[config.mk]
export PLATFORM = sky130hd
export DESIGN_NAME = frame_checksum_engine_top
export DESIGN_NICKNAME = d
export VERILOG_FILES = /design/src/design/fcs_pkg.sv /design/src/design/fcs_accum.sv /design/src/design/fcs_out_stage.sv /design/src/design/frame_checksum_engine_top.sv
export SDC_FILE = /design/constraint.sdc
export NUM_CORES = 1
export LEC_CHECK = 0
export BUFFER_PORTS_ARGS = -buffer_cell sky130_fd_sc_hd__buf_2
export CAP_MARGIN = 5
export CORE_MARGIN = 2
export CORE_UTILIZATION = 55
export CTS_CLUSTER_SIZE = 20
export DETAILED_ROUTE_END_ITERATION = 6
export PLACE_DENSITY = 0.85
export SLEW_MARGIN = 20
export SYNTH_ARGS = -nofsm -noshare
export SYNTH_HDL_FRONTEND = slang
export SYNTH_SLANG_ARGS = --single-unit
export TNS_END_PERCENT = 30
[constraint.sdc]
create_clock -name clk_i -period 6.55 [get_ports clk_i]
set_input_delay 1.6375 -clock clk_i [delete_from_list [all_inputs] [get_ports clk_i]]
set_output_delay 1.6375 -clock clk_i [all_outputs]
set_load 0.01 [all_outputs]
[src/design/fcs_pkg.sv]
// shared types and constants of the frame checksum engine
package fcs_pkg;

  localparam int unsigned ByteW = 8;
  localparam int unsigned SumW  = 16;
  localparam int unsigned ModeW = 3;

  // checksum mode codes, codes six and seven behave as none
  typedef enum logic [ModeW-1:0] {
    MODE_NONE    = 3'd0,
    MODE_XOR     = 3'd1,
    MODE_ADD     = 3'd2,
    MODE_XOR_NH  = 3'd3,
    MODE_ADD_NH  = 3'd4,
    MODE_XOR_ADD = 3'd5
  } checksum_mode_e;

  // register indexes on the configuration port
  localparam logic REG_CHECKSUM_MODE   = 1'b0;
  localparam logic REG_TWO_BYTE_RESULT = 1'b1;

  // result handed from the accumulator to the output stage
  typedef struct packed {
    logic            valid;
    logic [SumW-1:0] checksum;
  } fcs_result_t;

endpackage

[src/design/fcs_accum.sv]
// running sum and xor accumulators with checksum formatting
module fcs_accum (
  input  logic                   clk_i,
  input  logic                   rst_ni,
  input  logic                   step_i,
  input  logic [7:0]             frame_byte_i,
  input  logic                   is_header_i,
  input  logic                   frame_end_i,
  input  fcs_pkg::checksum_mode_e mode_i,
  input  logic                   two_byte_i,
  output fcs_pkg::fcs_result_t   result_o
);
  import fcs_pkg::*;

  logic [SumW-1:0]  sum_q, sum_d, sum_next;
  logic [ByteW-1:0] xor_q, xor_d, xor_next;
  logic             skip;
  logic [SumW-1:0]  formatted;
  logic [ByteW-1:0] mix_low;

  assign skip     = is_header_i && ((mode_i == MODE_XOR_NH) || (mode_i == MODE_ADD_NH));
  assign sum_next = skip ? sum_q : sum_q + {{(SumW-ByteW){1'b0}}, frame_byte_i};
  assign xor_next = skip ? xor_q : xor_q ^ frame_byte_i;
  assign mix_low  = sum_next[ByteW-1:0] + xor_next;

  always_comb begin
    unique case (mode_i)
      MODE_XOR, MODE_XOR_NH: formatted = {{(SumW-ByteW){1'b0}}, xor_next};
      MODE_ADD, MODE_ADD_NH: formatted = sum_next;
      MODE_XOR_ADD:          formatted = {xor_next, mix_low};
      default:               formatted = '0;
    endcase
    if (!two_byte_i) begin
      formatted[SumW-1:ByteW] = '0;
    end
  end

  // clear after the last byte of a frame
  always_comb begin
    sum_d = sum_q;
    xor_d = xor_q;
    if (step_i) begin
      sum_d = frame_end_i ? '0 : sum_next;
      xor_d = frame_end_i ? '0 : xor_next;
    end
  end

  always_ff @(posedge clk_i or negedge rst_ni) begin
    if (!rst_ni) begin
      sum_q <= '0;
      xor_q <= '0;
    end else begin
      sum_q <= sum_d;
      xor_q <= xor_d;
    end
  end

  assign result_o.valid    = step_i && frame_end_i;
  assign result_o.checksum = formatted;

endmodule

[src/design/fcs_out_stage.sv]
// output register holding one finished checksum
module fcs_out_stage (
  input  logic                 clk_i,
  input  logic                 rst_ni,
  input  fcs_pkg::fcs_result_t result_i,
  input  logic                 out_ready_i,
  output logic                 in_ready_o,
  output logic                 out_valid_o,
  output logic [15:0]          checksum_o
);
  import fcs_pkg::*;

  logic            valid_q, valid_d;
  logic [SumW-1:0] checksum_q;

  // a new request may enter when the slot is empty or draining this cycle
  assign in_ready_o = !valid_q || out_ready_i;

  always_comb begin
    valid_d = valid_q;
    if (out_ready_i) begin
      valid_d = 1'b0;
    end
    if (result_i.valid) begin
      valid_d = 1'b1;
    end
  end

  always_ff @(posedge clk_i or negedge rst_ni) begin
    if (!rst_ni) begin
      valid_q <= 1'b0;
    end else begin
      valid_q <= valid_d;
    end
  end

  always_ff @(posedge clk_i) begin
    if (result_i.valid) begin
      checksum_q <= result_i.checksum;
    end
  end

  assign out_valid_o = valid_q;
  assign checksum_o  = checksum_q;

endmodule

[src/design/frame_checksum_engine_top.sv]
// top level of the frame checksum engine with its configuration registers
//
// usage:
//   input channel (in_valid_i / in_ready_o) carries one frame byte per request
//   together with is_header_i and frame_end_i. every byte folds into a 16-bit
//   running sum and an 8-bit running xor, except header bytes in the modes
//   that leave the header out.
//   the request that carries frame_end_i produces one checksum on the output
//   channel (out_valid_o / out_ready_i); other bytes produce nothing.
//   latency: the checksum is valid the cycle after its last byte is accepted.
//   throughput: one byte per cycle, set by the single add and xor between the
//   input handshake and the accumulator registers.
//   stall: the output register holds one checksum; while it is full and the
//   receiver holds out_ready_i low, in_ready_o drops and no byte is accepted.
//   in_ready_o is high whenever the slot is empty or being taken this cycle.
//   reset: accumulators, output valid and both registers clear; mode is none
//   and the checksum is cut to one byte.
//   configuration: apb port, mode at address 0, two-byte flag at address 4;
//   write only while no frame is in flight.
module frame_checksum_engine_top (
  input  logic        clk_i,
  input  logic        rst_ni,
  // apb configuration port
  input  logic        psel,
  input  logic        penable,
  input  logic        pwrite,
  input  logic [2:0]  paddr,
  input  logic [31:0] pwdata,
  output logic [31:0] prdata,
  output logic        pready,
  // byte input channel
  input  logic        in_valid_i,
  output logic        in_ready_o,
  input  logic [7:0]  frame_byte_i,
  input  logic        is_header_i,
  input  logic        frame_end_i,
  // checksum output channel
  output logic        out_valid_o,
  input  logic        out_ready_i,
  output logic [15:0] checksum_o
);
  import fcs_pkg::*;

  logic [ModeW-1:0] mode_q;
  logic             two_byte_q;
  logic             cfg_write;
  logic             reg_sel;
  logic             step;
  fcs_result_t      result;

  // register file, word address picks the register
  assign pready    = 1'b1;
  assign reg_sel   = paddr[2];
  assign cfg_write = psel && penable && pwrite && pready;

  always_ff @(posedge clk_i or negedge rst_ni) begin
    if (!rst_ni) begin
      mode_q     <= MODE_NONE;
      two_byte_q <= 1'b0;
    end else if (cfg_write) begin
      unique case (reg_sel)
        REG_CHECKSUM_MODE:   mode_q     <= pwdata[ModeW-1:0];
        REG_TWO_BYTE_RESULT: two_byte_q <= pwdata[0];
        default:             mode_q     <= mode_q;
      endcase
    end
  end

  always_comb begin
    unique case (reg_sel)
      REG_CHECKSUM_MODE:   prdata = {{(32-ModeW){1'b0}}, mode_q};
      REG_TWO_BYTE_RESULT: prdata = {31'b0, two_byte_q};
      default:             prdata = '0;
    endcase
  end

  // a byte is taken when the output slot can absorb a possible result
  assign step = in_valid_i && in_ready_o;

  fcs_accum u_accum (
    .clk_i        (clk_i),
    .rst_ni       (rst_ni),
    .step_i       (step),
    .frame_byte_i (frame_byte_i),
    .is_header_i  (is_header_i),
    .frame_end_i  (frame_end_i),
    .mode_i       (checksum_mode_e'(mode_q)),
    .two_byte_i   (two_byte_q),
    .result_o     (result)
  );

  fcs_out_stage u_out_stage (
    .clk_i       (clk_i),
    .rst_ni      (rst_ni),
    .result_i    (result),
    .out_ready_i (out_ready_i),
    .in_ready_o  (in_ready_o),
    .out_valid_o (out_valid_o),
    .checksum_o  (checksum_o)
  );

endmodule
==> metrics.csv, run 1 <==
stage,metric,value,unit
yosys,synth-edff-count,16,
timing,setup-tns-final,0,ns
timing,slew_violations,0,
timing,worst-slew-pin-transition,0.8996,ns
yosys,yosys_most_used_dff,sky130_fd_sc_hd__dfrtp_1,
yosys,cell_area_after_synthesis,0.003223,mm^2
yosys,postSynthRegisterBits,45,
worst_setup_path,timing.setup.critical_path_class,in2reg,
power,irDropWorstVdd,0.0001536,V
clocking,post_cts_buffers,0,
finish,sequential_cell_area,0.001206,mm^2
worst_setup_path,worstSetupEndpointType,flop,
finish,num_antenna_cells,0,
clocking,clkSlewWorstSetupHoldPaths,0.09,ns
timing,setup_slack,1.461,ns
yosys,ys_warn_count,0,
yosys,yosysUniqueCellTypes,50,
yosys,syn-instance-count,351,
clocking,clock_sinks,45,
global_routing,antenna_found_initial,0,
finish,multi_input_area,0.001752,mm^2
worst_setup_path,crit_path_cell_trace,"buf_2, and4bb_1, nor2_1, o21ai_0, o21ai_0, ha_1, a21oi_1, nor2b_1, a311oi_1, a21oi_1, and3b_1, o31ai_1, o211ai_1",
route,drt_first_pass_iters,5,
die,dieWidth,80.55,um
timing,worst_slew_margin_rel,0.3988,
finish,drive_above_1_share,0.1554,
yosys,synth_top_area_cell,sky130_fd_sc_hd__dfrtp_1,
die,floorplan.die.height,80.55,um
power,cellLeakagePower,1.557,nW
finish,area_growth,7.764,%
clocking,cts-root-buf,sky130_fd_sc_hd__clkbuf_8,
yosys,synth_largest_type_area_fraction,0.2252,
yosys,syn_area_per_cell,9.183,um^2
worst_setup_path,cp_slowest_cell,sky130_fd_sc_hd__nor2_1,
worst_setup_path,rrSetupSlack,2.07,ns
die,design.die.area,0.006488,mm^2
yosys,synthTopCellsByCount,"34 x sky130_fd_sc_hd__nand2_1, 34 x sky130_fd_sc_hd__o21ai_0, 32 x sky130_fd_sc_hd__buf_4",
route,drt-wirelength-per-cell,15.70,um
worst_setup_path,worst_path_largest_cell_delay,0.60,ns
yosys,synth-async-reset-ratio,0.6444,
die,boundaryPins,103,
die,floorplan.initialDensity,0.5782,
worst_hold_path,min_path_type,reg2reg,
worst_setup_path,path_buf_inv,1,
route,routed_via_density,5.886,
finish,layout_fillers,477,
placed_design,dp_hpwl,5452,um
timing,total_of_endpoints_with_negative_setup_slack_in_the_final_report,0,
clocking,cts-root-to-sink-buffers,2,
timing,hold_violations,0,
worst_setup_path,top_fanout_value_on_the_critical_path,11,
global_routing,grt_first_pass_wirelength,11960,um
yosys,netlist_top_cells_area,"sky130_fd_sc_hd__dfrtp_1 23%, sky130_fd_sc_hd__edfxtp_1 15%, sky130_fd_sc_hd__buf_4 7.5%",
route,finalWirelength,7191,um
die,placeableCoreArea,0.005574,mm^2
placed_design,port_buffers,41,
clocking,hold_buffers,0,
timing,post-route-min-period,5.089,ns
route,drtAntennaViolNets,0,
clocking,cts_inserted_buffers,5,
power,finalPower,1.299,mW
global_routing,pin_count_of_the_biggest_net_entering_global_routing,30,
global_routing,grtUsageTotal,0.2342,
yosys,synth.yosys.seq_area_share,0.3742,
worst_setup_path,worstPathRequired,6.59,ns
global_routing,first_global_vias,2632,
route,drt_iter0_markers,191,
timing,worst_hold_slack,0.5140,ns
timing,finClkSkew,0.006303,ns
clocking,ctsHtreeMaxLevel,2,
finish,final_nets,454,
run_status,outcome,completed,
clocking,clk_latency,0.30,ns
power,power-per-cell-area,373.9,mW/mm^2
clocking,tritoncts,built,
worst_setup_path,cp.arrival,5.13,ns
die,rows,27,
global_routing,globalRoute.totalOverflow,0,
timing,grt_setup_unrepaired,no,
worst_setup_path,critical_path.top_delay_family,compound AO/OA/AOI/OAI gates,
route,vias,2696,
timing,fin_crit_sh,0.7770,
worst_setup_path,setup.worst_path.start_class,input pin,
clocking,post_cts.resized_instances,0,
job,maxCapViolCount,0,
placed_design,finalWeightedCongestion,0.9192,
timing,max_freq,196.5,MHz
placed_design,place_ws,1.218,ns
route,drc,0,
-- sequential cells by signal, summed over array words and instances (netlist names) --
register                 flops
u_accum.sum_q               16
u_out_stage.checksum_o      16
u_accum.xor_q                8
mode_q                       3
two_byte_q                   1
u_out_stage.out_valid_o      1
-- cells by family (layout without fill, tap and decap cells) --
family                   count (synthesis)  in the layout  share of synthesized area
adder cells (fa/ha/maj)                 17             17                    0.07065
buffers and inverters                   63             70                     0.1157
multiplexers                            11             11                    0.03610
AO/OA/AOI/OAI                          102            102                     0.1988
flip-flops                              45             45                     0.3742
other                                    2             30                   0.002330
AND/OR/NAND/NOR                         86             86                     0.1343
XOR/XNOR                                25             25                    0.06793
-- per-layer routing --
metal	track usage	vias up	share of wire
li1	-	1267	-
met1	0.2909	1287	0.40
met2	0.4125	126	0.51
met3	0.03146	16	0.059
met4	0.08644	0	0.026
met5	0	-	0
-- per-stage QoR --
stage / instances / util / instance area (um^2)
floorplan: 379 / - / 3328
global placement: 450 / 0.5980 / 3333
detailed placement: 450 / 0.5980 / 3333
CTS: 458 / 0.6227 / 3471
global route: 458 / 0.6231 / 3473
finish: 458 / 0.6231 / 3473
-- final cells by class --
type	instances	area share
Clock buffer	5	0.01981
Clock inverter	3	0.01981
Inverter	20	0.02161
Multi-Input combinational cell	271	0.5043
Sequential cell	45	0.3473
Tap cell	72	0.02594
Timing Repair Buffer	42	0.06124
-- report_power, final --
part	internal, mW	switching (mW)	total [mW]
logic	0.268	0.388	0.656
clock network	0.154	0.100	0.254
registers	0.345	0.0439	0.389
-- layout by cell type, fill, tap and decap left out, types with 17 or more instances in the layout --
master                    instances
sky130_fd_sc_hd__buf_2           41
sky130_fd_sc_hd__o21ai_0         34
sky130_fd_sc_hd__nand2_1         34
sky130_fd_sc_hd__conb_1          30
sky130_fd_sc_hd__dfrtp_1         29
sky130_fd_sc_hd__inv_1           19
sky130_fd_sc_hd__nor2_1          18
sky130_fd_sc_hd__a21oi_1         18
sky130_fd_sc_hd__xnor2_1         17
-- path summary, 6_finish.rpt --
path | start | endpoint | cells after the start
worst min register to register | u_accum.xor_q[0] | u_accum.xor_q[0] | 2
worst max register to register | mode_q[0] | u_out_stage.checksum_o[7] | 12
max in group asynchronous | rst_ni | u_accum.sum_q[9] | 1
worst min-delay path | u_accum.xor_q[0] | u_accum.xor_q[0] | 2
min in group asynchronous | rst_ni | u_accum.xor_q[0] | 1
worst max-delay path | is_header_i | u_out_stage.checksum_o[7] | 13
-- worst register-to-register path, cell delays in order (launching register included) --
cell and delay (ns):
sky130_fd_sc_hd__dfrtp_1 0.75, sky130_fd_sc_hd__and4bb_1 0.33, sky130_fd_sc_hd__nor2_1 0.60, sky130_fd_sc_hd__o21ai_0 0.18, sky130_fd_sc_hd__o21ai_0 0.53, sky130_fd_sc_hd__ha_1 0.40
sky130_fd_sc_hd__a21oi_1 0.19, sky130_fd_sc_hd__nor2b_1 0.07, sky130_fd_sc_hd__a311oi_1 0.40, sky130_fd_sc_hd__a21oi_1 0.20, sky130_fd_sc_hd__and3b_1 0.22, sky130_fd_sc_hd__o31ai_1 0.22
sky130_fd_sc_hd__o211ai_1 0.13
Power figures use the tool's default switching activity.
==> run 2: changes to the inputs <==
--- a/config.mk
+++ b/config.mk
@@ -8,10 +8,10 @@
 export BUFFER_PORTS_ARGS = -buffer_cell sky130_fd_sc_hd__buf_2
 export CAP_MARGIN = 5
 export CORE_MARGIN = 2
-export CORE_UTILIZATION = 55
+export CORE_UTILIZATION = 52
 export CTS_CLUSTER_SIZE = 20
 export DETAILED_ROUTE_END_ITERATION = 6
-export PLACE_DENSITY = 0.85
+export PLACE_DENSITY = 0.81
 export SLEW_MARGIN = 20
 export SYNTH_ARGS = -nofsm -noshare
 export SYNTH_HDL_FRONTEND = slang
==> constraint.sdc (replaced) <==
create_clock -name clk_i -period 5 [get_ports clk_i]
set_input_delay 1.25 -clock clk_i [delete_from_list [all_inputs] [get_ports clk_i]]
set_output_delay 1.25 -clock clk_i [all_outputs]
set_load 0.01 [all_outputs]
==> metrics.csv, run 2 (synthesized netlist as in run 1, its figures left out) <==
stage,metric,value,unit,change
run_status,outcome,completed,,unchanged
clocking,hold_buffers,0,,unchanged
power,power.internal,917.8,uW,was 766.9 uW
finish,area_growth,7.376,%,was 7.764%
route,drc,0,,unchanged
timing,finClkSkew,0.003715,ns,was 0.006303 ns
global_routing,pin_count_of_the_biggest_net_entering_global_routing,30,,unchanged
clocking,cts-root-buf,sky130_fd_sc_hd__clkbuf_8,,unchanged
die,dieWidth,82.73,um,was 80.55 um
power,power.switching_fraction,0.4240,,was 0.4095
worst_setup_path,cp.arrival,4.36,ns,was 5.13 ns
worst_setup_path,r2r_cells,13,,was 12
clocking,clock_sinks,45,,unchanged
route,drt_first_pass_iters,5,,unchanged
finish,most-common-layout-cells,"41 x sky130_fd_sc_hd__buf_2, 34 x sky130_fd_sc_hd__o21ai_0, 34 x sky130_fd_sc_hd__nand2_1",,unchanged
worst_setup_path,timing.setup.critical_path_class,in2reg,,unchanged
worst_setup_path,regToRegEndpoint,u_out_stage.checksum_o[7],,unchanged
power,combPwrFrac,0.525,,was 0.505
clocking,clkSlewWorstSetupHoldPaths,0.09,ns,about the same
timing,worst-slew-pin-transition,0.9226,ns,was 0.8996 ns
global_routing,first_global_vias,2438,,was 2632
clocking,clk_latency,0.31,ns,was 0.30 ns
global_routing,grtUsageTotal,0.2128,,was 0.2342
worst_setup_path,worst_path_largest_cell_delay,0.40,ns,was 0.60 ns
worst_setup_path,origin_of_the_critical_flop_to_flop_path,mode_q[0],,unchanged
clocking,cts_inserted_buffers,5,,unchanged
clocking,cts-root-to-sink-buffers,2,,unchanged
placed_design,port_buffers,41,,unchanged
power,finalPower,1.593,mW,was 1.299 mW
route,routed_via_density,5.770,,was 5.886
global_routing,globalRoute.totalOverflow,0,,unchanged
die,floorplan.initialDensity,0.5412,,was 0.5782
worst_setup_path,setup.worst_path.start_class,input pin,,unchanged
finish,drive_above_1_share,0.1615,,was 0.1554
route,drtAntennaViolNets,0,,unchanged
worst_setup_path,top_fanout_value_on_the_critical_path,4,,was 11
clocking,post_cts_buffers,0,,unchanged
die,placeableCoreArea,0.005956,mm^2,was 0.005574 mm^2
worst_setup_path,critPathLaunch,frame_byte_i[0],,was is_header_i
placed_design,dp_hpwl,5273,um,was 5452 um
timing,hold_violations,0,,unchanged
worst_setup_path,crit_end,u_out_stage.checksum_o[7],,unchanged
timing,grt_setup_unrepaired,no,,unchanged
worst_setup_path,cp_slowest_cell,sky130_fd_sc_hd__fa_1,,was sky130_fd_sc_hd__nor2_1
timing,total_of_endpoints_with_negative_setup_slack_in_the_final_report,0,,unchanged
power,power-per-cell-area,460.4,mW/mm^2,was 373.9 mW/mm^2
route,vias,2683,,was 2696
timing,setup-tns-final,0,ns,unchanged
die,design.die.area,0.006844,mm^2,was 0.006488 mm^2
timing,post-route-min-period,4.300,ns,
clocking,ctsHtreeMaxLevel,2,,unchanged
timing,slew_violations,0,,unchanged
worst_hold_path,min_path_type,reg2reg,,unchanged
worst_setup_path,crit_path_cell_trace,"buf_2, ha_1, inv_1, fa_1, nor2b_1, o21a_1, nor2_1, xnor2_1, mux2_2, ha_1, nor2b_1, a311oi_1, a21oi_1, and3b_1, o31ai_1, o211ai_1",,"was buf_2, and4bb_1, nor2_1, o21ai_0, o21ai_0, ha_1, a21oi_1, nor2b_1, a311oi_1, a21oi_1, and3b_1, o31ai_1, o211ai_1"
power,power.clock.fraction,0.154,,was 0.195
timing,worst_slew_margin_rel,0.3834,,was 0.3988
finish,layout.cells.most_common,sky130_fd_sc_hd__buf_2,,unchanged
timing,fin_crit_sh,0.8601,,
route,finalWirelength,6958,um,was 7191 um
worst_setup_path,worstSetupEndpointType,flop,,unchanged
die,rows,28,,was 27
power,power.share.sequential,0.321,,was 0.300
job,maxCapViolCount,0,,unchanged
power,total_switching_power,675.5,uW,was 531.9 uW
global_routing,grt_first_pass_wirelength,11090,um,was 11960 um
route,drt_iter0_markers,224,,was 191
worst_setup_path,worstPathRequired,5.06,ns,was 6.59 ns
clocking,post_cts.resized_instances,0,,unchanged
placed_design,finalWeightedCongestion,0.9514,,was 0.9192
route,drt-wirelength-per-cell,14.96,um,was 15.70 um
power,cellLeakagePower,1.553,nW,was 1.557 nW
die,floorplan.die.height,82.73,um,was 80.55 um
power,irDropWorstVdd,0.0002329,V,was 0.0001536 V
die,boundaryPins,103,,unchanged
global_routing,antenna_found_initial,0,,unchanged
clocking,tritoncts,built,,unchanged
finish,num_antenna_cells,0,,unchanged
timing,max_freq,232.5,MHz,
worst_setup_path,rrSetupSlack,1.21,ns,was 2.07 ns
finish,final_nets,458,,was 454
-- run 2: changes by cell type in the layout (fill, tap and decap cells not counted) --
cell,change
sky130_fd_sc_hd__bufinv_16,-2
sky130_fd_sc_hd__clkinvlp_4,+1
sky130_fd_sc_hd__nor2_2,-1
sky130_fd_sc_hd__buf_4,+4
sky130_fd_sc_hd__nor2_1,+1
sky130_fd_sc_hd__inv_6,+1
-- run 2: how the worst min path moves through the flow --
stage	from	endpoint	slack, ns	cells past startpoint
detailed placement	u_accum.xor_q[1]	u_accum.xor_q[1]	0.49	2
global placement	u_accum.xor_q[2]	u_accum.xor_q[2]	0.48	2
global route	u_accum.xor_q[7]	u_accum.xor_q[7]	0.53	1
floorplan	u_accum.xor_q[7]	u_accum.xor_q[7]	0.47	1
CTS	u_accum.xor_q[1]	u_accum.xor_q[1]	0.51	2
finish	u_accum.xor_q[1]	u_accum.xor_q[1]	0.51	2
-- run 2: worst max-delay path: cells and delay by family --
kind,cells,cell delay [ns]
AO/OA/AOI/OAI,5,1.03
adder cells (fa/ha/maj),3,0.94
AND/OR/NAND/NOR,4,0.54
multiplexers,1,0.32
buffers and inverters,2,0.16
XOR/XNOR,1,0.12
-- run 2: layout make-up --
| class | instances | area (um^2) |
|---|---|---|
| inverter | 20 | 75.07 |
| clock buffer | 5 | 68.82 |
| multi-input combinational | 271 | 1749 |
| timing repair buffer | 46 | 242.7 |
| fill | 503 | 2495 |
| clock inverter | 3 | 25.02 |
| sequential | 45 | 1206 |
| tap | 75 | 93.84 |
-- run 2: per-layer routing --
| metal | vias up | share of wire | GRT usage |
|---|---|---|---|
| met5 | - | 0 | 0 |
| met4 | 0 | 0.024 | 0.08197 |
| met3 | 18 | 0.072 | 0.04457 |
| met2 | 121 | 0.49 | 0.3565 |
| met1 | 1266 | 0.42 | 0.2690 |
| li1 | 1278 | - | - |
-- run 2: per-stage QoR --
stage                     setup slack [ns]  cells  area (um^2)  utilization  hold WS [ns]
final                               0.6997    465         3461       0.5811        0.5060
after global routing                0.5130    465         3461       0.5811        0.5278
after CTS                           0.7146    465         3461       0.5811        0.5139
after detailed placement            0.3938    457         3367       0.5653        0.4931
after global placement              0.4659    457         3367       0.5653        0.4850
after floorplan                     0.8004    379         3328            -        0.4686
-- run 2: power groups by stage --
stage	clock network (mW)	registers [mW]	logic (mW)
after floorplan	0	0.499	0.675
after global placement	0	0.512	0.795
after detailed placement	0	0.517	0.825
after CTS	0.248	0.510	0.829
after global routing	0.261	0.522	0.941
final	0.245	0.512	0.836
==> run 3: changes to the inputs <==
==> constraint.sdc (replaced) <==
create_clock -name clk_i -period 4.8 [get_ports clk_i]
set_input_delay 1.2 -clock clk_i [delete_from_list [all_inputs] [get_ports clk_i]]
set_output_delay 1.2 -clock clk_i [all_outputs]
set_load 0.01 [all_outputs]
==> metrics.csv, run 3 (synthesized netlist as in run 1, its figures left out) <==
stage,metric,value,unit,change
die,floorplan.initialDensity,0.5412,,unchanged
route,drt_iter0_markers,157,,was 224
finish,sequential_cell_area,0.001206,mm^2,unchanged
die,dieWidth,82.73,um,unchanged
global_routing,grtUsageTotal,0.2180,,was 0.2128
route,finalWirelength,7053,um,was 6958 um
clocking,clock_sinks,45,,unchanged
worst_setup_path,r2r_cells,13,,unchanged
die,design.die.area,0.006844,mm^2,unchanged
clocking,cts-root-to-sink-buffers,2,,unchanged
worst_setup_path,worstPathRequired,4.86,ns,was 5.06 ns
worst_hold_path,worstHoldPathCells,2,,unchanged
die,floorplan.die.height,82.73,um,unchanged
clocking,cts-root-buf,sky130_fd_sc_hd__clkbuf_8,,unchanged
clocking,post_cts_buffers,0,,unchanged
timing,post-route-min-period,4.312,ns,
global_routing,grt_first_pass_wirelength,11250,um,was 11090 um
worst_setup_path,cp_slowest_cell,sky130_fd_sc_hd__fa_1,,unchanged
clocking,post_cts.resized_instances,0,,unchanged
global_routing,globalRoute.totalOverflow,0,,unchanged
finish,final_core_utilization,0.5859,,was 0.5811
worst_setup_path,top_fanout_value_on_the_critical_path,4,,unchanged
timing,slew_violations,0,,unchanged
worst_setup_path,critPathLaunch,frame_byte_i[0],,unchanged
route,drc,0,,unchanged
die,rows,28,,unchanged
global_routing,pin_count_of_the_biggest_net_entering_global_routing,30,,unchanged
timing,grt_setup_unrepaired,no,,unchanged
placed_design,finalWeightedCongestion,0.9561,,was 0.9514
clocking,tritoncts,built,,unchanged
clocking,clkSlewWorstSetupHoldPaths,0.09,ns,about the same
run_status,outcome,completed,,unchanged
route,drt-wirelength-per-cell,15.14,um,was 14.96 um
route,drtAntennaViolNets,0,,unchanged
clocking,cts_inserted_buffers,5,,unchanged
finish,multi_input_area,0.001749,mm^2,unchanged
route,vias,2628,,was 2683
power,cellLeakagePower,1.567,nW,was 1.553 nW
timing,finClkSkew,0.005332,ns,was 0.003715 ns
finish,area_growth,8.269,%,was 7.376%
worst_hold_path,min_path_type,reg2reg,,unchanged
die,boundaryPins,103,,unchanged
timing,max_freq,231.9,MHz,
finish,most-common-layout-cells,"41 x sky130_fd_sc_hd__buf_2, 34 x sky130_fd_sc_hd__o21ai_0, 34 x sky130_fd_sc_hd__nand2_1",,unchanged
finish,final_nets,459,,was 458
timing,worst-slew-pin-transition,0.9318,ns,was 0.9226 ns
placed_design,port_buffers,41,,unchanged
finish,drive_above_1_share,0.1637,,was 0.1615
finish,num_antenna_cells,0,,unchanged
clocking,hold_buffers,0,,unchanged
global_routing,first_global_vias,2363,,was 2438
worst_setup_path,worst_path_largest_cell_delay,0.40,ns,about the same
job,maxCapViolCount,0,,unchanged
worst_setup_path,timing.setup.critical_path_class,in2reg,,unchanged
timing,hold_violations,0,,unchanged
worst_setup_path,origin_of_the_critical_flop_to_flop_path,mode_q[0],,unchanged
route,drt_first_pass_iters,5,,unchanged
worst_setup_path,setup.worst_path.start_class,input pin,,unchanged
worst_setup_path,regToRegEndpoint,u_out_stage.checksum_o[7],,unchanged
route,routed_via_density,5.639,,was 5.770
finish,layout_fillers,531,,was 503
timing,total_of_endpoints_with_negative_setup_slack_in_the_final_report,0,,unchanged
timing,setup-tns-final,0,ns,unchanged
finish,layout.cells.most_common,sky130_fd_sc_hd__buf_2,,unchanged
timing,worst_slew_margin_rel,0.3773,,was 0.3834
worst_setup_path,rrSetupSlack,0.92,ns,was 1.21 ns
worst_setup_path,cp.arrival,4.37,ns,was 4.36 ns
power,power-per-cell-area,493.0,mW/mm^2,was 460.4 mW/mm^2
clocking,clk_latency,0.31,ns,about the same
power,irDropWorstVdd,0.0002388,V,was 0.0002329 V
worst_setup_path,crit_end,u_out_stage.checksum_o[7],,unchanged
timing,fin_crit_sh,0.8983,,
placed_design,dp_hpwl,5350,um,was 5273 um
global_routing,antenna_found_initial,0,,unchanged
worst_setup_path,worstSetupEndpointType,flop,,unchanged
clocking,ctsHtreeMaxLevel,2,,unchanged
worst_setup_path,crit_path_cell_trace,"buf_2, ha_1, inv_1, fa_1, nor2b_1, o21a_1, nor2_1, xnor2_1, mux2_2, ha_1, nor2b_1, a311oi_1, a21oi_1, and3b_1, o31ai_1, o211ai_1",,unchanged
timing,worst_hold_slack,0.5204,ns,was 0.5060 ns
die,placeableCoreArea,0.005956,mm^2,unchanged
run 3: cell count changes in the layout (fill, tap and decap cells not counted):
cell | before | now
sky130_fd_sc_hd__buf_4 | 5 | 6
sky130_fd_sc_hd__inv_6 | 2 | 0
sky130_fd_sc_hd__clkinv_4 | 0 | 1
sky130_fd_sc_hd__bufinv_16 | 0 | 1
run 3: layer usage:
| metal | up-vias | global-route usage | routed length (um) |
|---|---|---|---|
| li1 | 1273 | - | - |
| met1 | 1245 | 0.2809 | 3008 |
| met2 | 104 | 0.3758 | 3547 |
| met3 | 6 | 0.03804 | 409 |
| met4 | 0 | 0.06066 | 88 |
| met5 | - | 0 | 0 |
run 3: layout make-up:
class                   count  share of cell area
clock buffers               5             0.01972
clock inverters             3             0.01327
inverters                  20             0.02151
multi-input cells         271              0.5013
flip-flops and latches     45              0.3456
well taps                  75             0.02689
repair buffers             47             0.07171
run 3: worst min-delay path by stage:
stage                     startpoint               end  slack [ns]
floorplan           u_accum.xor_q[7]  u_accum.xor_q[7]        0.47
global placement    u_accum.xor_q[2]  u_accum.xor_q[2]        0.48
detailed placement  u_accum.xor_q[6]  u_accum.xor_q[6]        0.50
global route        u_accum.xor_q[6]  u_accum.xor_q[6]        0.53
CTS                 u_accum.xor_q[6]  u_accum.xor_q[6]        0.52
finish              u_accum.xor_q[6]  u_accum.xor_q[6]        0.52
run 3: power breakdown:
| group | internal [mW] | switching (mW) | leakage [nW] | total [mW] |
|---|---|---|---|---|
| clock network | 0.156 | 0.141 | 0.0543 | 0.297 |
| registers | 0.471 | 0.0601 | 0.534 | 0.531 |
| logic | 0.387 | 0.506 | 0.978 | 0.893 |
| total | 1.01 | 0.706 | 1.57 | 1.72 |
run 3: critical path, delay by kind of cell:
kind / cells / cell delay, ns
AO/OA/AOI/OAI: 5 / 1.07
AND/OR/NAND/NOR: 4 / 0.53
adder cells (fa/ha/maj): 3 / 0.96
multiplexers: 1 / 0.32
buffers and inverters: 2 / 0.16
XOR/XNOR: 1 / 0.12
run 3: stage by stage:
stage               cell area (um^2)  total power, mW  instances  setup WS [ns]
floorplan                       3328            1.224        379         0.6504
global placement                3374            1.373        458         0.3137
detailed placement              3374            1.412        458         0.1968
CTS                             3490            1.711        466         0.5202
global route                    3490            1.850        466         0.3251
finish                          3490            1.721        466         0.4884
